### src/lcdcwd_pkg.sv
package lcdcwd_pkg;

    localparam int DEFAULT_COORD_BITS = 10;
    localparam int WIN_W  = 10;
    localparam int SIZE_W = 11;
    localparam int HOLD_W = 8;
    localparam int PCNT_W = 3;

    localparam logic [SIZE_W-1:0] RST_BUFFER_WIDTH  = 11'd240;
    localparam logic [SIZE_W-1:0] RST_BUFFER_HEIGHT = 11'd320;

    // configuration register indexes
    localparam logic [1:0] CFG_BUFFER_WIDTH   = 2'd0;
    localparam logic [1:0] CFG_BUFFER_HEIGHT  = 2'd1;
    localparam logic [1:0] CFG_SWAP_RED_BLUE  = 2'd2;
    localparam logic [1:0] CFG_PANEL_INVERTED = 2'd3;

    // bus commands
    localparam logic [7:0] CMD_NOP         = 8'h00;
    localparam logic [7:0] CMD_SWRESET     = 8'h01;
    localparam logic [7:0] CMD_WAKE        = 8'h11;
    localparam logic [7:0] CMD_INV_CLEAR   = 8'h20;
    localparam logic [7:0] CMD_INV_SET     = 8'h21;
    localparam logic [7:0] CMD_DISP_ENABLE = 8'h29;
    localparam logic [7:0] CMD_COL_BOUNDS  = 8'h2A;
    localparam logic [7:0] CMD_ROW_BOUNDS  = 8'h2B;
    localparam logic [7:0] CMD_MEM_WRITE   = 8'h2C;
    localparam logic [7:0] CMD_ORIENT      = 8'h36;
    localparam logic [7:0] CMD_PIX_FORMAT  = 8'h3A;
    localparam logic [7:0] CMD_MEM_CONTROL = 8'hB0;

    // orientation byte bit positions
    localparam int OR_BGR_BIT = 3;
    localparam int OR_MV_BIT  = 5;
    localparam int OR_MX_BIT  = 6;
    localparam int OR_MY_BIT  = 7;

    // endian bit in the second RAM control byte
    localparam int ENDIAN_BIT = 3;

    // status bit positions
    localparam int ST_ON_BIT    = 0;
    localparam int ST_SLEEP_BIT = 1;
    localparam int ST_INV_BIT   = 2;

    // pixel format codes on the bus
    localparam logic [2:0] COLMOD_RGB111 = 3'h1;
    localparam logic [2:0] COLMOD_RGB444 = 3'h3;
    localparam logic [2:0] COLMOD_RGB565 = 3'h5;
    localparam logic [2:0] COLMOD_RGB666 = 3'h6;

    localparam logic [1:0] FMT_RGB111 = 2'd0;
    localparam logic [1:0] FMT_RGB444 = 2'd1;
    localparam logic [1:0] FMT_RGB565 = 2'd2;
    localparam logic [1:0] FMT_RGB666 = 2'd3;

    typedef struct packed {
        logic [SIZE_W-1:0] buffer_width;
        logic [SIZE_W-1:0] buffer_height;
        logic              swap_red_blue;
        logic              panel_inverted;
    } t_cfg;

    typedef struct packed {
        logic              ram_write_active;
        logic [2:0]        display_flags;
        logic              little_endian;
        logic [1:0]        pixel_format;
        logic              bgr_order;
        logic [2:0]        orientation;
        logic [WIN_W-1:0]  win_y_end;
        logic [WIN_W-1:0]  win_y_start;
        logic [WIN_W-1:0]  win_x_end;
        logic [WIN_W-1:0]  win_x_start;
    } t_result;

    localparam int RESULT_W = $bits(t_result);
    localparam int M_TDATA_W = ((RESULT_W + 7) / 8) * 8;

endpackage

### src/lcdcwd_core.sv
module lcdcwd_core #(
    parameter int COORD_BITS = lcdcwd_pkg::DEFAULT_COORD_BITS
) (
    input  logic                 i_clk,
    input  logic                 i_rst_n,
    input  logic                 i_acc,
    input  logic                 i_is_data,
    input  logic [7:0]           i_bus_byte,
    input  lcdcwd_pkg::t_cfg     i_cfg,
    output lcdcwd_pkg::t_result  o_result
);
    import lcdcwd_pkg::*;

    localparam int CB     = COORD_BITS;
    localparam int VAL_W  = 2 * HOLD_W;
    localparam int unsigned FULL_SIZE = 1 << COORD_BITS;

    // last valid coordinate for a buffer size, with out-of-range sizes pinned
    function automatic logic [CB-1:0] size_hi(input logic [SIZE_W-1:0] v);
        logic [CB-1:0] h;
        if (v == '0) begin
            h = '0;
        end else if (32'(v) > FULL_SIZE) begin
            h = '1;
        end else begin
            h = CB'(v - SIZE_W'(1));
        end
        return h;
    endfunction

    logic [7:0]        r_orient,   n_orient;
    logic [CB-1:0]     r_cs,       n_cs;
    logic [CB-1:0]     r_ce,       n_ce;
    logic [CB-1:0]     r_rs,       n_rs;
    logic [CB-1:0]     r_re,       n_re;
    logic [7:0]        r_cmd,      n_cmd;
    logic [PCNT_W-1:0] r_pcnt,     n_pcnt;
    logic [HOLD_W-1:0] r_hold,     n_hold;
    logic [CB-1:0]     r_lxs,      n_lxs;
    logic [CB-1:0]     r_lxe,      n_lxe;
    logic [CB-1:0]     r_lys,      n_lys;
    logic [CB-1:0]     r_lye,      n_lye;
    logic              r_bgr,      n_bgr;
    logic [1:0]        r_fmt,      n_fmt;
    logic              r_endian,   n_endian;
    logic [2:0]        r_status,   n_status;

    logic              refresh;
    logic              is_col;
    logic              to_col;
    logic [CB-1:0]     hi_w;
    logic [CB-1:0]     hi_h;
    logic [CB-1:0]     hi_t;
    logic [VAL_W-1:0]  val;
    logic [VAL_W-1:0]  hi16;
    logic [VAL_W-1:0]  lo16;
    logic [VAL_W-1:0]  raised;
    logic [CB-1:0]     start_clamp;
    logic [CB-1:0]     end_clamp;

    assign hi_w   = size_hi(i_cfg.buffer_width);
    assign hi_h   = size_hi(i_cfg.buffer_height);
    assign is_col = (r_cmd == CMD_COL_BOUNDS);
    assign to_col = is_col ^ r_orient[OR_MV_BIT];
    assign hi_t   = to_col ? hi_w : hi_h;
    assign val    = {r_hold, i_bus_byte};
    assign hi16   = VAL_W'(hi_t);
    assign lo16   = to_col ? VAL_W'(r_cs) : VAL_W'(r_rs);
    assign raised = (val < lo16) ? lo16 : val;

    assign start_clamp = (val > hi16) ? hi_t : CB'(val);
    assign end_clamp   = (raised > hi16) ? hi_t : CB'(raised);

    always_comb begin
        n_orient = r_orient;
        n_cs     = r_cs;
        n_ce     = r_ce;
        n_rs     = r_rs;
        n_re     = r_re;
        n_cmd    = r_cmd;
        n_pcnt   = r_pcnt;
        n_hold   = r_hold;
        n_fmt    = r_fmt;
        n_endian = r_endian;
        n_status = r_status;
        refresh  = 1'b0;

        if (!i_is_data) begin
            n_cmd  = i_bus_byte;
            n_pcnt = '0;
            unique case (i_bus_byte)
                CMD_SWRESET: begin
                    n_orient = '0;
                    n_cs     = '0;
                    n_ce     = hi_w;
                    n_rs     = '0;
                    n_re     = hi_h;
                    n_status = '0;
                    n_status[ST_SLEEP_BIT] = 1'b1;
                    n_status[ST_INV_BIT]   = i_cfg.panel_inverted;
                    n_fmt    = FMT_RGB565;
                end
                CMD_WAKE:        n_status[ST_SLEEP_BIT] = 1'b0;
                CMD_INV_CLEAR:   n_status[ST_INV_BIT] = i_cfg.panel_inverted;
                CMD_INV_SET:     n_status[ST_INV_BIT] = !i_cfg.panel_inverted;
                CMD_DISP_ENABLE: n_status[ST_ON_BIT] = 1'b1;
                CMD_MEM_WRITE:   refresh = 1'b1;
                default: ;
            endcase
        end else begin
            unique case (r_cmd)
                CMD_ORIENT: begin
                    if (r_pcnt == PCNT_W'(0)) begin
                        n_orient = i_bus_byte;
                        refresh  = 1'b1;
                    end
                end
                CMD_MEM_CONTROL: begin
                    if (r_pcnt == PCNT_W'(1)) begin
                        n_endian = i_bus_byte[ENDIAN_BIT];
                    end
                end
                CMD_PIX_FORMAT: begin
                    if (r_pcnt == PCNT_W'(0)) begin
                        // unknown codes keep the old format
                        unique case (i_bus_byte[2:0])
                            COLMOD_RGB111: n_fmt = FMT_RGB111;
                            COLMOD_RGB444: n_fmt = FMT_RGB444;
                            COLMOD_RGB565: n_fmt = FMT_RGB565;
                            COLMOD_RGB666: n_fmt = FMT_RGB666;
                            default: ;
                        endcase
                    end
                end
                CMD_COL_BOUNDS, CMD_ROW_BOUNDS: begin
                    // each bound is sent high byte first, start bound before end bound
                    if (r_pcnt == PCNT_W'(0) || r_pcnt == PCNT_W'(2)) begin
                        n_hold = i_bus_byte;
                    end else if (r_pcnt == PCNT_W'(1)) begin
                        if (to_col) begin
                            n_cs = start_clamp;
                        end else begin
                            n_rs = start_clamp;
                        end
                    end else if (r_pcnt == PCNT_W'(3)) begin
                        if (to_col) begin
                            n_ce = end_clamp;
                        end else begin
                            n_re = end_clamp;
                        end
                    end
                end
                default: ;
            endcase
            if (r_pcnt != '1) begin
                n_pcnt = r_pcnt + PCNT_W'(1);
            end
        end
    end

    // on a refresh, cache the logical window (routed by swap) and the BGR order
    always_comb begin
        n_lxs = r_lxs;
        n_lxe = r_lxe;
        n_lys = r_lys;
        n_lye = r_lye;
        n_bgr = r_bgr;
        if (refresh) begin
            if (!n_orient[OR_MV_BIT]) begin
                n_lxs = n_cs;
                n_lxe = n_ce;
                n_lys = n_rs;
                n_lye = n_re;
            end else begin
                n_lxs = n_rs;
                n_lxe = n_re;
                n_lys = n_cs;
                n_lye = n_ce;
            end
            n_bgr = n_orient[OR_BGR_BIT] ^ i_cfg.swap_red_blue;
        end
    end

    always_ff @(posedge i_clk) begin
        if (!i_rst_n) begin
            r_orient <= '0;
            r_cs     <= '0;
            r_ce     <= size_hi(RST_BUFFER_WIDTH);
            r_rs     <= '0;
            r_re     <= size_hi(RST_BUFFER_HEIGHT);
            r_cmd    <= CMD_NOP;
            r_pcnt   <= '0;
            r_hold   <= '0;
            r_lxs    <= '0;
            r_lxe    <= size_hi(RST_BUFFER_WIDTH);
            r_lys    <= '0;
            r_lye    <= size_hi(RST_BUFFER_HEIGHT);
            r_bgr    <= 1'b0;
            r_fmt    <= FMT_RGB565;
            r_endian <= 1'b0;
            r_status <= 3'b010;
        end else if (i_acc) begin
            r_orient <= n_orient;
            r_cs     <= n_cs;
            r_ce     <= n_ce;
            r_rs     <= n_rs;
            r_re     <= n_re;
            r_cmd    <= n_cmd;
            r_pcnt   <= n_pcnt;
            r_hold   <= n_hold;
            r_lxs    <= n_lxs;
            r_lxe    <= n_lxe;
            r_lys    <= n_lys;
            r_lye    <= n_lye;
            r_bgr    <= n_bgr;
            r_fmt    <= n_fmt;
            r_endian <= n_endian;
            r_status <= n_status;
        end
    end

    always_comb begin
        o_result.win_x_start      = WIN_W'(n_lxs);
        o_result.win_x_end        = WIN_W'(n_lxe);
        o_result.win_y_start      = WIN_W'(n_lys);
        o_result.win_y_end        = WIN_W'(n_lye);
        o_result.orientation      = {n_orient[OR_MY_BIT], n_orient[OR_MX_BIT],
                                     n_orient[OR_MV_BIT]};
        o_result.bgr_order        = n_bgr;
        o_result.pixel_format     = n_fmt;
        o_result.little_endian    = n_endian;
        o_result.display_flags    = n_status;
        o_result.ram_write_active = (n_cmd == CMD_MEM_WRITE);
    end

`ifndef SYNTHESIS
    a_cmd_clears_count: assert property (@(posedge i_clk) disable iff (!i_rst_n)
        (i_acc && !i_is_data) |=> (r_pcnt == '0))
        else $error("parameter count not cleared by command");

    a_swreset_format: assert property (@(posedge i_clk) disable iff (!i_rst_n)
        (i_acc && !i_is_data && i_bus_byte == CMD_SWRESET)
            |=> (r_fmt == FMT_RGB565 && r_orient == '0 && r_cs == '0 && r_rs == '0))
        else $error("soft reset left state behind");

    a_count_saturates: assert property (@(posedge i_clk) disable iff (!i_rst_n)
        (i_acc && i_is_data && r_pcnt == '1) |=> (r_pcnt == '1))
        else $error("parameter count wrapped");

    a_idle_holds: assert property (@(posedge i_clk) disable iff (!i_rst_n)
        !i_acc |=> ($stable(r_cmd) && $stable(r_status) && $stable(r_lxs)))
        else $error("state moved without a request");
`endif

endmodule

### src/lcd_command_window_decoder_top.sv
// LCD command/window decoder.
// Slave stream: one display-bus byte per request; tuser = 1 marks a parameter
// data byte, 0 a command byte. Master stream: one result per request with the
// cached logical window, cached BGR order and the live orientation, pixel
// format, endian, status and RAM-write flags.
// Configuration: write buffer width/height, red/blue swap and panel inversion
// through i_cfg_we/i_cfg_addr/i_cfg_wdata while no request is in flight.
// Output: a request's result is registered into the result register, or into
// the skid register on a stall. Throughput: one request per cycle while ready
// is high; decode is one combinational pass from state registers to result.
// A two-entry output (result register plus skid register) lets a request be
// taken while an earlier result is still waiting; o_s_tready drops only when
// both entries are full, and rises again once the receiver takes a result.
// Reset (synchronous, active low): 240x320 buffer, full window, sleeping,
// display off, RGB565, no pending results.
module lcd_command_window_decoder_top #(
    parameter int COORD_BITS = lcdcwd_pkg::DEFAULT_COORD_BITS
) (
    input  logic                               i_clk,
    input  logic                               i_rst_n,
    input  logic                               i_s_tvalid,
    output logic                               o_s_tready,
    input  logic [7:0]                         i_s_tdata,  // bus_byte
    input  logic                               i_s_tuser,  // is_data
    output logic                               o_m_tvalid,
    input  logic                               i_m_tready,
    // win_x_start, win_x_end, win_y_start, win_y_end, orientation, bgr_order,
    // pixel_format, little_endian, display_flags, ram_write_active, zero pad
    output logic [lcdcwd_pkg::M_TDATA_W-1:0]   o_m_tdata,
    input  logic                               i_cfg_we,
    input  logic [1:0]                         i_cfg_addr,
    input  logic [lcdcwd_pkg::SIZE_W-1:0]      i_cfg_wdata
);
    import lcdcwd_pkg::*;

    t_cfg    r_cfg;
    t_result core_res;
    t_result r_out;
    t_result r_skid;
    logic    r_out_v;
    logic    r_skid_v;
    logic    acc;
    logic    out_free;

    always_ff @(posedge i_clk) begin
        if (!i_rst_n) begin
            r_cfg.buffer_width   <= RST_BUFFER_WIDTH;
            r_cfg.buffer_height  <= RST_BUFFER_HEIGHT;
            r_cfg.swap_red_blue  <= 1'b0;
            r_cfg.panel_inverted <= 1'b0;
        end else if (i_cfg_we) begin
            unique case (i_cfg_addr)
                CFG_BUFFER_WIDTH:   r_cfg.buffer_width   <= i_cfg_wdata;
                CFG_BUFFER_HEIGHT:  r_cfg.buffer_height  <= i_cfg_wdata;
                CFG_SWAP_RED_BLUE:  r_cfg.swap_red_blue  <= i_cfg_wdata[0];
                CFG_PANEL_INVERTED: r_cfg.panel_inverted <= i_cfg_wdata[0];
                default: ;
            endcase
        end
    end

    assign o_s_tready = !r_skid_v;
    assign acc        = i_s_tvalid && o_s_tready;
    assign out_free   = !r_out_v || i_m_tready;

    lcdcwd_core #(
        .COORD_BITS (COORD_BITS)
    ) u_core (
        .i_clk      (i_clk),
        .i_rst_n    (i_rst_n),
        .i_acc      (acc),
        .i_is_data  (i_s_tuser),
        .i_bus_byte (i_s_tdata),
        .i_cfg      (r_cfg),
        .o_result   (core_res)
    );

    always_ff @(posedge i_clk) begin
        if (!i_rst_n) begin
            r_out_v  <= 1'b0;
            r_skid_v <= 1'b0;
        end else if (out_free) begin
            // drain the skid entry first, otherwise take the new result
            r_out_v  <= r_skid_v || acc;
            r_skid_v <= 1'b0;
        end else if (acc) begin
            r_skid_v <= 1'b1;
        end
    end

    always_ff @(posedge i_clk) begin
        if (out_free) begin
            r_out <= r_skid_v ? r_skid : core_res;
        end
        if (!out_free && acc) begin
            r_skid <= core_res;
        end
    end

    assign o_m_tvalid = r_out_v;
    assign o_m_tdata  = M_TDATA_W'(r_out);

`ifndef SYNTHESIS
    a_skid_needs_out: assert property (@(posedge i_clk) disable iff (!i_rst_n)
        r_skid_v |-> r_out_v)
        else $error("skid entry full while output register empty");

    a_stall_fills_skid: assert property (@(posedge i_clk) disable iff (!i_rst_n)
        (acc && r_out_v && !i_m_tready) |=> (r_skid_v && r_out_v))
        else $error("request during stall not held in skid entry");

    a_skid_drains: assert property (@(posedge i_clk) disable iff (!i_rst_n)
        (r_skid_v && i_m_tready) |=> (r_out_v && !r_skid_v))
        else $error("skid entry not moved to output");
`endif

endmodule
### config.mk
export PLATFORM = sky130hd
export DESIGN_NAME = lcd_command_window_decoder_top
export DESIGN_NICKNAME = d
export VERILOG_FILES = /design/src/lcdcwd_pkg.sv /design/src/lcdcwd_core.sv /design/src/lcd_command_window_decoder_top.sv
export SDC_FILE = /design/constraint.sdc
export NUM_CORES = 1
export LEC_CHECK = 0
export BUFFER_PORTS_ARGS = -buffer_cell sky130_fd_sc_hd__buf_2
export CAP_MARGIN = 20
export CELL_PAD_IN_SITES_DETAIL_PLACEMENT = 0
export CELL_PAD_IN_SITES_GLOBAL_PLACEMENT = 1
export CORE_MARGIN = 5
export CORE_UTILIZATION = 35
export DETAILED_ROUTE_END_ITERATION = 10
export HOLD_SLACK_MARGIN = 0.08
export PLACE_DENSITY_LB_ADDON = 0.1
export SYNTH_ARGS = -nofsm -noshare
export SYNTH_HDL_FRONTEND = slang
export SYNTH_SLANG_ARGS = --single-unit
### constraint.sdc
create_clock -name i_clk -period 12.3 [get_ports i_clk]
set_clock_uncertainty 0.15 [all_clocks]
set_input_delay 1.23 -clock i_clk [delete_from_list [all_inputs] [get_ports i_clk]]
set_output_delay 1.23 -clock i_clk [all_outputs]
set_load 0.03 [all_outputs]
==> qor.csv, run 1 <==
stage,metric,value,unit
outcome,status,finished clean,
critical_path,CP required,12480,ps
placement,post-detail-place hpwl,31.2,mm
detailed_routing,drt first pass iters,5,
flow_run,maxcap violations,0,
placement,GPL Wtd Cong,0.910,
logic_synthesis,Synth Area in Adders,0.0396,
placement,# port buffers,79,
detailed_routing,WL/cell,21.4,µm
logic_synthesis,"Cell Area, Synth",0.0132,mm²
detailed_routing,routed vias/inst,5.45,
sta,RSZ-0062 raised after global routing,false,
cts,clock latency on the worst-skew pair,580,ps
critical_path,Max stage delay on crit path,570,ps
floorplanning,core box area,0.0375,mm²
floorplanning,Starting Density,0.352,
cts,CTS H-tree depth,1,
logic_synthesis,yosys warns,0,
logic_synthesis,xor/xnor share of the synthesized area,0.00664,
sta,fin crit share,0.598,
sta,Slew @ Worst Pin,865,ps
cts,TritonCTS Buffers,28,
critical_path,critical path startpoint,u_core.r_cmd[4]$_SDFFE_PN0P_,
logic_synthesis,Yosys reg bits,238,
critical_path,Crit Reg-Reg Startpoint,u_core.r_cmd[4]$_SDFFE_PN0P_,
critical_path,CP Class,flop to flop,
global_routing,vias in the first global route,10600,
logic_synthesis,top_reg_cell synth,dfxtp_1,
hold_path,hold depth,2,
logic_synthesis,Compound-Gate Fraction of Synth Area,0.189,
sta,fmax,136,MHz
cts,Post-CTS Setup Repair Bufs,0,
detailed_routing,DRT iter0 DRCs,778,
layout,Nets,1586,
layout,fin area,0.0150,mm²
floorplanning,# IOs,85,
cts,number of clock sinks,238,
cts,hold-fix buffers at CTS,0,
layout,n_diodes,0,
detailed_routing,DR vias,11200,
placement,area post-placement,0.0140,mm²
power_and_ir_drop,Max VDD drop,0.116,mV
floorplanning,Die ar.,0.0417,mm²
sta,Final Slew Violations,0,
cts,"Clk pin slew, worst setup/hold paths",60,ps
floorplanning,Die Wd,204,µm
sta,relative slew slack,0.418,
layout,Fillers,3816,
logic_synthesis,mux contribution to synthesized area,0.0622,
cts,Max Buffers Root-to-Sink,3,
detailed_routing,Routed Antenna Nets,0,
logic_synthesis,Post-Syn Area per Cell,8.88,µm²
power_and_ir_drop,Overall Power,1.97,mW
power_and_ir_drop,Power Density,131,mW/mm²
logic_synthesis,"EDFF count, synth",102,
sta,"Hold Vio Cnt, Final",0,
floorplanning,# rows,71,
critical_path,WP data arrival,7540,ps
critical_path,Crit path buffers/inverters,2,
critical_path,Startpoint Class,flop,
layout,Register Area,0.00579,mm²
critical_path,CP max-delay cell,or4b_4,
floorplanning,die height,204,µm
critical_path,Worst Reg2Reg Path Length in Cells,23,
global_routing,gr usage total,0.206,
detailed_routing,# DRC,0,
global_routing,largest net degree at the start of global routing,66,
cts,clock root buffer,clkbuf_16,
logic_synthesis,Synth Instances,1487,
critical_path,crit path max fanout,28,
hold_path,path type of the worst min-delay path,flop to flop,
logic_synthesis,Synth cell types,85,
sta,Tmin final,7360,ps
global_routing,total grt overflow,0,
power_and_ir_drop,Lkg Pwr,5.60,nW
cts,post_cts resized,0,
critical_path,R2R setup slack,4940,ps
logic_synthesis,Simple-Gate Fraction of Synth Area,0.220,
hold_path,Worst Hold End,u_core.r_lys[5]$_SDFFE_PN0P_,
hold_path,Hold Startpoint,u_core.r_lys[5]$_SDFFE_PN0P_,
sta,Setup Total Neg Slack,0,ps
logic_synthesis,Synth async-reset ratio,0,
layout,area of the multi-input gates,0.00688,mm²
critical_path,CP endpoint kind,flop,
global_routing,wire length of the first global-routing pass,66.8,mm
cts,TritonCTS clock tree,done,
critical_path,crit-path leading delay family,compound AO/OA/AOI/OAI gates,
logic_synthesis,largest family of logic cells by synthesized area,simple AND/OR/NAND/NOR gates,
critical_path,crit-path cells,or4b_4 > o21ai_0 > and2_1 > buf_4 > mux2i_1 > ha_1 > nand4_1 > or2_2 > a311oi_1 > a21o_1 > nand2_1 > and2_1 > ha_1 > nand4_1 > nor4_1 > o21ai_0 > o31ai_2 > buf_4 > nor2_1 > a311oi_1 > o22ai_1 > mux2_4 > mux2_4,
critical_path,Crit Reg-Reg Endpoint,o_m_tdata[36]$_DFFE_PP_,
layout,area grow syn2layout,13.6,%
layout,layout cells sized above 1,0.144,
global_routing,antenna violations before repair,0,
detailed_routing,"wirelength, routed",44.0,mm
logic_synthesis,post-synthesis sequential area ratio,0.438,
sta,final setup vio count,0,
-- stage by stage --
step                      hold slack (ps)   util  std cells  worst slack [ps]
final                                 300  0.400       2055              4940
after global routing                  329  0.400       2055              4550
after CTS                             300  0.400       2054              4830
after detailed placement              291  0.374       2002              4880
after global placement                286  0.374       2002              4990
after floorplan                       277      -       1491              5950
-- worst reg2reg max path, cell delays in order (launching register included) --
cell and delay (ps):
dfxtp_1 340, or4b_4 570, o21ai_0 290, and2_1 180, buf_4 380, mux2i_1 550, ha_1 200, nand4_1 90
or2_2 350, a311oi_1 390, a21o_1 520, nand2_1 200, and2_1 200, ha_1 290, nand4_1 150, nor4_1 310
o21ai_0 190, o31ai_2 220, buf_4 270, nor2_1 80, a311oi_1 430, o22ai_1 210, mux2_4 300, mux2_4 250
-- per-layer routing --
metal  share of wire  global-route usage  vias up
met4           0.022              0.0452        0
met1            0.49               0.305     5412
met2            0.45               0.320      232
met3           0.041              0.0300       56
met5               0                   0        -
li1                -                   -     5490
-- layout by cell type (no fill, tap or decap), drive strengths merged, types with 15 or more instances in the layout --
cell / count
edfxtp: 102
clkbuf: 39
ha: 37
buf: 100
and2: 27
nand2: 186
o21ai: 114
and3: 15
nor3b: 15
nor2: 163
nor2b: 20
mux2i: 26
dfxtp: 136
o31ai: 20
nor3: 31
inv: 43
nand3: 58
a21oi: 71
mux2: 47
a21boi: 31
-- how the worst max path moves through the flow --
stage	cells after the start	to
final	23	o_m_tdata[36]$_DFFE_PP_
after floorplan	24	o_m_tdata[36]$_DFFE_PP_
after detailed placement	23	o_m_tdata[15]$_DFFE_PP_
after global routing	23	o_m_tdata[36]$_DFFE_PP_
after global placement	23	o_m_tdata[15]$_DFFE_PP_
after CTS	23	o_m_tdata[15]$_DFFE_PP_
-- Yosys cell counts (8+ instances only) --
cell type | instances | area, µm²
nor4_1 | 9 | 56.3
nand2_1 | 185 | 694
and3_1 | 15 | 93.8
a22oi_1 | 14 | 105
a211oi_1 | 13 | 97.6
nor2b_1 | 20 | 125
nand4_1 | 12 | 75.1
o221ai_1 | 10 | 87.6
nor2_1 | 163 | 612
or3_1 | 8 | 50.1
o31ai_1 | 20 | 150
a21boi_0 | 31 | 233
mux2i_1 | 25 | 250
nand3_1 | 58 | 290
a221oi_1 | 10 | 87.6
clkbuf_1 | 79 | 297
nand2b_1 | 8 | 50.1
and2_1 | 27 | 169
nor3b_1 | 15 | 113
o21ai_0 | 113 | 566
a21oi_1 | 71 | 355
o22ai_1 | 13 | 81.3
nor3_1 | 31 | 155
ha_1 | 37 | 463
dfxtp_1 | 136 | 2720
edfxtp_1 | 102 | 3060
o211ai_1 | 8 | 60.1
a31oi_1 | 10 | 62.6
mux2_2 | 42 | 473
inv_1 | 42 | 158
or2_2 | 11 | 68.8
-- power breakdown --
| group | total [mW] | switching, mW | internal (mW) |
|---|---|---|---|
| clock network | 0.872 | 0.350 | 0.523 |
| logic | 0.233 | 0.161 | 0.0727 |
| registers | 0.860 | 0.0147 | 0.845 |
| total | 1.97 | 0.525 | 1.44 |
-- cell type report --
class	instances	share of cell area
clock inverter	13	0.0128
timing repair buffer	100	0.0371
multi-input combinational	1110	0.459
clock buffer	39	0.0515
tap	511	0.0426
inverter	44	0.0110
sequential	238	0.386
-- cell families after synthesis --
kind of cell               Yosys count
AOI/OAI and AO/OA                  381
muxes                               73
DFF                                238
other                                1
adders and majority gates           43
and+or+nand+nor                    598
buffers and inverters              143
xor gates and xnor gates            10
(Power assumes the default switching activity.)
==> inputs of run 2 (changes only) <==
--- a/config.mk
+++ b/config.mk
@@ -5,6 +5,7 @@
 export SDC_FILE = /design/constraint.sdc
 export NUM_CORES = 1
 export LEC_CHECK = 0
+export ABC_AREA = 1
 export BUFFER_PORTS_ARGS = -buffer_cell sky130_fd_sc_hd__buf_2
 export CAP_MARGIN = 20
 export CELL_PAD_IN_SITES_DETAIL_PLACEMENT = 0
==> constraint.sdc (replaced) <==
create_clock -name i_clk -period 6.6 [get_ports i_clk]
set_clock_uncertainty 0.15 [all_clocks]
set_input_delay 0.66 -clock i_clk [delete_from_list [all_inputs] [get_ports i_clk]]
set_output_delay 0.66 -clock i_clk [all_outputs]
set_load 0.03 [all_outputs]
==> run 2 against run 1 <==
Compared with the run above: setup slack got worse by 4300 ps; die area is 0.54% lower; total power is 110% higher; via count increased by 6.6%; largest power group is now sequential cells; area after synthesis decreased by 0.57%.
==> qor.csv, run 2 <==
stage,metric,value,unit,change
outcome,status,finished clean,,
sta,Setup Total Neg Slack,0,ps,unchanged
logic_synthesis,"EDFF count, synth",102,,unchanged
global_routing,largest net degree at the start of global routing,83,,+26%
power_and_ir_drop,Power Density,274,mW/mm²,+110%
placement,area post-placement,0.0139,mm²,-0.84%
sta,Slew @ Worst Pin,977,ps,+112 ps
logic_synthesis,Post-Syn Area per Cell,7.37,µm²,-17%
critical_path,CP max-delay cell,dfxtp_1,,
logic_synthesis,yosys warns,0,,unchanged
critical_path,CP required,6740,ps,-5740 ps
logic_synthesis,Synth async-reset ratio,0,,unchanged
sta,Tmin final,5910,ps,-1450 ps
layout,fin area,0.0148,mm²,-0.96%
sta,relative slew slack,0.349,,-0.0693
layout,area grow syn2layout,13.1,%,
cts,"Clk pin slew, worst setup/hold paths",60,ps,about the same
sta,setup ws final,687,ps,-4250 ps
cts,TritonCTS Buffers,28,,unchanged
cts,number of clock sinks,238,,unchanged
cts,clock latency on the worst-skew pair,560,ps,-20 ps
floorplanning,# IOs,85,,unchanged
floorplanning,die height,204,µm,-0.27%
global_routing,total grt overflow,0,,unchanged
layout,Final Non-Filler Cells,2307,,+12%
logic_synthesis,post-synth top area share,0.233,,+0.00133
critical_path,Critical Path Most Common Cell,nand2_1,,
floorplanning,# rows,71,,unchanged
critical_path,Crit path buffers/inverters,3,,+1
global_routing,antenna violations before repair,0,,unchanged
detailed_routing,drt first pass iters,5,,unchanged
cts,Max Buffers Root-to-Sink,3,,unchanged
sta,RSZ-0062 raised after global routing,false,,
logic_synthesis,Synth cell types,43,,-49%
critical_path,crit path max fanout,19,,-32%
power_and_ir_drop,Lkg Pwr,6.83,nW,+22%
logic_synthesis,top_reg_cell synth,dfxtp_1,,
detailed_routing,WL/cell,18.5,µm,-14%
detailed_routing,DRT iter0 DRCs,758,,-2.6%
logic_synthesis,Synth Instances,1780,,+20%
logic_synthesis,Synth area leader,edfxtp_1,,
placement,pre-CTS setup slack,504,ps,-4380 ps
floorplanning,Starting Density,0.352,,about the same
hold_path,path type of the worst min-delay path,input port to flop,,
floorplanning,core box area,0.0373,mm²,-0.47%
sta,Final Slew Violations,0,,unchanged
layout,Nets,1876,,+18%
logic_synthesis,"top cells by area, synth","edfxtp_1 23%, dfxtp_1 21%, nand2_1 11%, nand3_1 8.8%, inv_1 5.1%",,
global_routing,vias in the first global route,11300,,+7.0%
critical_path,CP Class,flop to flop,,
placement,post-detail-place hpwl,29.8,mm,-4.2%
logic_synthesis,most numerous cell in the Yosys netlist,nand2_1,,
critical_path,Max stage delay on crit path,390,ps,-180 ps
sta,fin crit share,0.896,,+0.297
critical_path,CP endpoint kind,flop,,
detailed_routing,routed vias/inst,5.17,,-5.0%
detailed_routing,Routed Antenna Nets,0,,unchanged
power_and_ir_drop,Max VDD drop,0.142,mV,+22%
logic_synthesis,"Cell Area, Synth",0.0131,mm²,-0.57%
logic_synthesis,"top cells by count, synth","383 x nand2_1, 232 x nand3_1, 177 x inv_1",,
floorplanning,Die ar.,0.0415,mm²,-0.54%
global_routing,gr usage total,0.202,,-0.00355
sta,fmax,169,MHz,+24%
detailed_routing,# DRC,0,,unchanged
critical_path,WP data arrival,6060,ps,-1480 ps
critical_path,Startpoint Class,flop,,
cts,TritonCTS clock tree,done,,
layout,"leading cell types in the layout, fill and taps excluded","382 x nand2_1, 231 x nand3_1, 176 x inv_1",,
sta,Min Hold Slack,200,ps,-100 ps
sta,"Hold Vio Cnt, Final",0,,unchanged
detailed_routing,DR vias,11900,,+6.6%
placement,Placed Cells incl. Taps,2256,,+13%
detailed_routing,"wirelength, routed",42.7,mm,-2.9%
sta,final setup vio count,0,,unchanged
logic_synthesis,Yosys reg bits,238,,unchanged
logic_synthesis,post-synthesis sequential area ratio,0.441,,+0.00251
cts,CTS H-tree depth,1,,unchanged
global_routing,wire length of the first global-routing pass,66.6,mm,-0.30%
cts,clock root buffer,clkbuf_16,,
flow_run,maxcap violations,0,,unchanged
placement,# port buffers,79,,unchanged
layout,layout cells sized above 1,0.109,,-0.0353
placement,GPL Wtd Cong,0.931,,+2.3%
power_and_ir_drop,Overall Power,4.07,mW,+110%
critical_path,crit-path leading delay family,simple AND/OR/NAND/NOR gates,,
layout,n_diodes,0,,unchanged
floorplanning,Die Wd,204,µm,-0.27%
layout,"Core Util, Final",0.398,,-0.00195
layout,"most common cell after layout, fill and taps aside",nand2_1,,
-- run 2: cell count changes after synthesis, moves of 19 or more --
cell,delta
mux2i_1,-24
mux2_2,-42
o211ai_1,+23
inv_1,+135
and2_1,-27
nand2_1,+198
a21oi_1,+55
nor2b_1,-20
nand3_1,+174
a21boi_0,-31
o21ai_1,+48
o31ai_1,-19
nor3_1,-21
-- run 2: metal layers --
layer / routed length, µm / track usage
met1: 20600 / 0.297
met4: 907 / 0.0525
met2: 18500 / 0.309
met3: 2750 / 0.0345
met5: 0 / 0
-- run 2: worst paths after layout --
kind	start	to	slack, ps	depth (start not counted)
min reg2reg	u_core.r_lye[1]$_SDFFE_PN1P_	u_core.r_lye[1]$_SDFFE_PN1P_	320	2
min	i_cfg_wdata[5]	r_cfg[18]$_SDFFE_PN1P_	200	3
max reg2reg	u_core.r_cmd[3]$_SDFFE_PN0P_	o_m_tdata[36]$_DFFE_PP_	690	34
max	u_core.r_cmd[3]$_SDFFE_PN0P_	o_m_tdata[36]$_DFFE_PP_	690	34
-- run 2: cells by family after synthesis --
family          synth area share
xor+xnor                 0.00534
flops                      0.441
simple gates               0.268
other cells             0.000286
compound gates             0.161
buf+inv                   0.0884
mux                     0.000763
fa+ha+maj                 0.0353
-- run 2: timing repair --
item | in CTS | in global routing
resized for setup | 0 | 2
buffers inserted | 0 | 0
setup endpoints to repair | 0 | 59
hold buffers | 0 | 0
-- run 2: cell type report --
type / instances / area (µm²)
multi-input combinational: 1247 / 6240
sequential: 238 / 5790
clock inverter: 11 / 131
inverter: 198 / 748
clock buffer: 40 / 807
tap: 474 / 593
fill: 3973 / 22500
timing repair buffer: 99 / 546
-- run 2: tightest hold or removal path, delay by kind of cell --
| family | cells | cell delay (ps) |
|---|---|---|
| AO/OA/AOI/OAI | 1 | 60 |
| buffers and inverters | 1 | 90 |
| AND/OR/NAND/NOR | 1 | 50 |
-- run 2: report_power, final --
part	total (mW)	internal, mW	switching (mW)
clock	1.59	0.961	0.630
sequential	1.68	1.64	0.0443
combinational	0.800	0.229	0.571
total	4.07	2.83	1.24
==> inputs of run 3 (changes only) <==
--- a/config.mk
+++ b/config.mk
@@ -5,7 +5,6 @@
 export SDC_FILE = /design/constraint.sdc
 export NUM_CORES = 1
 export LEC_CHECK = 0
-export ABC_AREA = 1
 export BUFFER_PORTS_ARGS = -buffer_cell sky130_fd_sc_hd__buf_2
 export CAP_MARGIN = 20
 export CELL_PAD_IN_SITES_DETAIL_PLACEMENT = 0
==> run 3 against run 2 <==
Compared with the run above: register-to-register slack got worse by 370 ps; sequential share of layout area decreased by 1.1 points; largest cell class unchanged; cell count decreased by 9.2%.
==> qor.csv, run 3 (synthesis results as in run 1) <==
stage,metric,value,unit,change
detailed_routing,DRT iter0 DRCs,766,,+1.1%
detailed_routing,DRT met1 WL,21.9,mm,+6.3%
sta,Slew @ Worst Pin,886,ps,-90.7 ps
detailed_routing,WL/cell,21.2,µm,+14%
global_routing,antenna violations before repair,0,,unchanged
outcome,status,finished clean,,
cts,CTS H-tree depth,1,,unchanged
sta,fmax,159,MHz,-5.9%
detailed_routing,Met3 Routed Length,2.01,mm,-27%
critical_path,WP data arrival,6430,ps,+370 ps
sta,"Hold Vio Cnt, Final",0,,unchanged
cts,number of clock sinks,238,,unchanged
sta,final setup vio count,0,,unchanged
detailed_routing,DR vias,11400,,-4.7%
cts,clock root buffer,clkbuf_16,,
floorplanning,# rows,71,,unchanged
placement,area post-placement,0.0143,mm²,+2.9%
critical_path,crit path max fanout,10,,-9
floorplanning,Die ar.,0.0417,mm²,+0.55%
global_routing,vias in the first global route,10700,,-5.1%
detailed_routing,# DRC,0,,unchanged
layout,"most common cell after layout, fill and taps aside",nand2_1,,
detailed_routing,routed vias/inst,5.43,,+5.0%
placement,GPL Wtd Cong,0.919,,-1.3%
layout,area grow syn2layout,15.8,%,
detailed_routing,DR top layer,met4,,
power_and_ir_drop,Max VDD drop,0.141,mV,-0.68%
sta,Min Hold Slack,220,ps,+20.3 ps
layout,Nets,1625,,-13%
floorplanning,Starting Density,0.352,,about the same
floorplanning,Die Wd,204,µm,+0.27%
placement,post-detail-place hpwl,31.9,mm,+6.8%
global_routing,wire length of the first global-routing pass,67.5,mm,+1.3%
detailed_routing,"wirelength, routed",44.3,mm,+3.7%
sta,Tmin final,6290,ps,+374 ps
placement,# port buffers,79,,unchanged
cts,TritonCTS Buffers,28,,unchanged
detailed_routing,Routed Antenna Nets,0,,unchanged
layout,Final Non-Filler Cells,2094,,-9.2%
placement,pre-CTS setup slack,-18.3,ps,-523 ps
critical_path,CP required,6740,ps,about the same
layout,"leading cell types in the layout, fill and taps excluded","184 x nand2_1, 161 x nor2_1, 135 x dfxtp_1",,
floorplanning,# IOs,85,,unchanged
detailed_routing,drt first pass iters,5,,unchanged
placement,Placed Cells incl. Taps,2040,,-9.6%
layout,Fillers,3882,,-2.3%
layout,layout cells sized above 1,0.172,,+0.0633
flow_run,maxcap violations,0,,unchanged
layout,"Core Util, Final",0.408,,+0.00973
sta,fin crit share,0.953,,+0.0566
sta,relative slew slack,0.402,,+0.0530
global_routing,gr usage total,0.206,,+0.00389
layout,fin area,0.0153,mm²,+2.9%
sta,Final Slew Violations,0,,unchanged
cts,"Clk pin slew, worst setup/hold paths",60,ps,about the same
layout,n_diodes,0,,unchanged
floorplanning,core box area,0.0375,mm²,+0.48%
cts,clock latency on the worst-skew pair,550,ps,about the same
global_routing,total grt overflow,0,,unchanged
critical_path,CP Class,flop to flop,,
critical_path,Startpoint Class,flop,,
cts,TritonCTS clock tree,done,,
detailed_routing,metal2 WL,19.5,mm,+5.4%
power_and_ir_drop,Lkg Pwr,5.78,nW,-15%
floorplanning,die height,204,µm,+0.27%
critical_path,R2R setup slack,310,ps,-370 ps
cts,Max Buffers Root-to-Sink,3,,unchanged
critical_path,CP endpoint kind,flop,,
global_routing,largest net degree at the start of global routing,73,,-12%
sta,setup ws final,313,ps,-374 ps
hold_path,path type of the worst min-delay path,input port to flop,,
power_and_ir_drop,Power Density,235,mW/mm²,-14%
run 3: critical path, stage by stage, from the launching register on:
cell      delay [ps]
dfxtp_1          310
or4b_4           560
or3_4            380
and2_4           190
buf_4            150
mux2_2           290
inv_1             60
ha_1             280
nand3_1           60
or2_2            300
a311oi_2         320
a21o_2           280
nand2_1           90
and2_1           170
ha_1             290
nand2_1           60
and3_1           180
o21ai_1          260
o31a_1           350
buf_4            220
or3_1            140
nand3_1          130
a22o_1           270
mux2_2           280
mux2_2           260
run 3: area by class of cell:
type / instances / area [µm²] / share of cell area
Timing Repair Buffer: 139 / 861 / 0.0563
Multi-Input combinational cell: 1110 / 6920 / 0.453
Clock inverter: 12 / 96.3 / 0.00630
Inverter: 44 / 165 / 0.0108
Tap cell: 511 / 639 / 0.0418
Sequential cell: 238 / 5790 / 0.379
Clock buffer: 40 / 818 / 0.0535
run 3: layer usage:
| layer | GRT usage | up-vias |
|---|---|---|
| li1 | - | 5578 |
| met1 | 0.315 | 5467 |
| met2 | 0.315 | 267 |
| met3 | 0.0213 | 57 |
| met4 | 0.0467 | 0 |
| met5 | 0 | - |
run 3: stage by stage:
step,TNS [ps],total power [mW]
after floorplan,0,1.92
after global placement,0,2.08
after detailed placement,-18.3,2.08
after CTS,0,3.64
after global routing,-10.6,3.74
final,0,3.59
run 3: worst paths after layout:
path | from | to | cells past startpoint
setup / recovery | u_core.r_cmd[4]$_SDFFE_PN0P_ | o_m_tdata[34]$_DFFE_PP_ | 24
hold / removal | i_cfg_wdata[7] | r_cfg[20]$_SDFFE_PN1P_ | 3
setup reg to reg | u_core.r_cmd[4]$_SDFFE_PN0P_ | o_m_tdata[34]$_DFFE_PP_ | 24
hold reg to reg | u_core.r_lys[5]$_SDFFE_PN0P_ | u_core.r_lys[5]$_SDFFE_PN0P_ | 2
run 3: repair_timing:
item	in CTS	in global routing
hold buffers	0	0
gates resized for setup	1	10
pin swaps	0	1
endpoints found under the setup margin	2	41
setup buffers	0	2
run 3: power by group:
group / internal (mW) / switching (mW) / total (mW)
logic: 0.151 / 0.306 / 0.457
registers: 1.57 / 0.0257 / 1.60
clock network: 0.901 / 0.632 / 1.53
total: 2.63 / 0.964 / 3.59
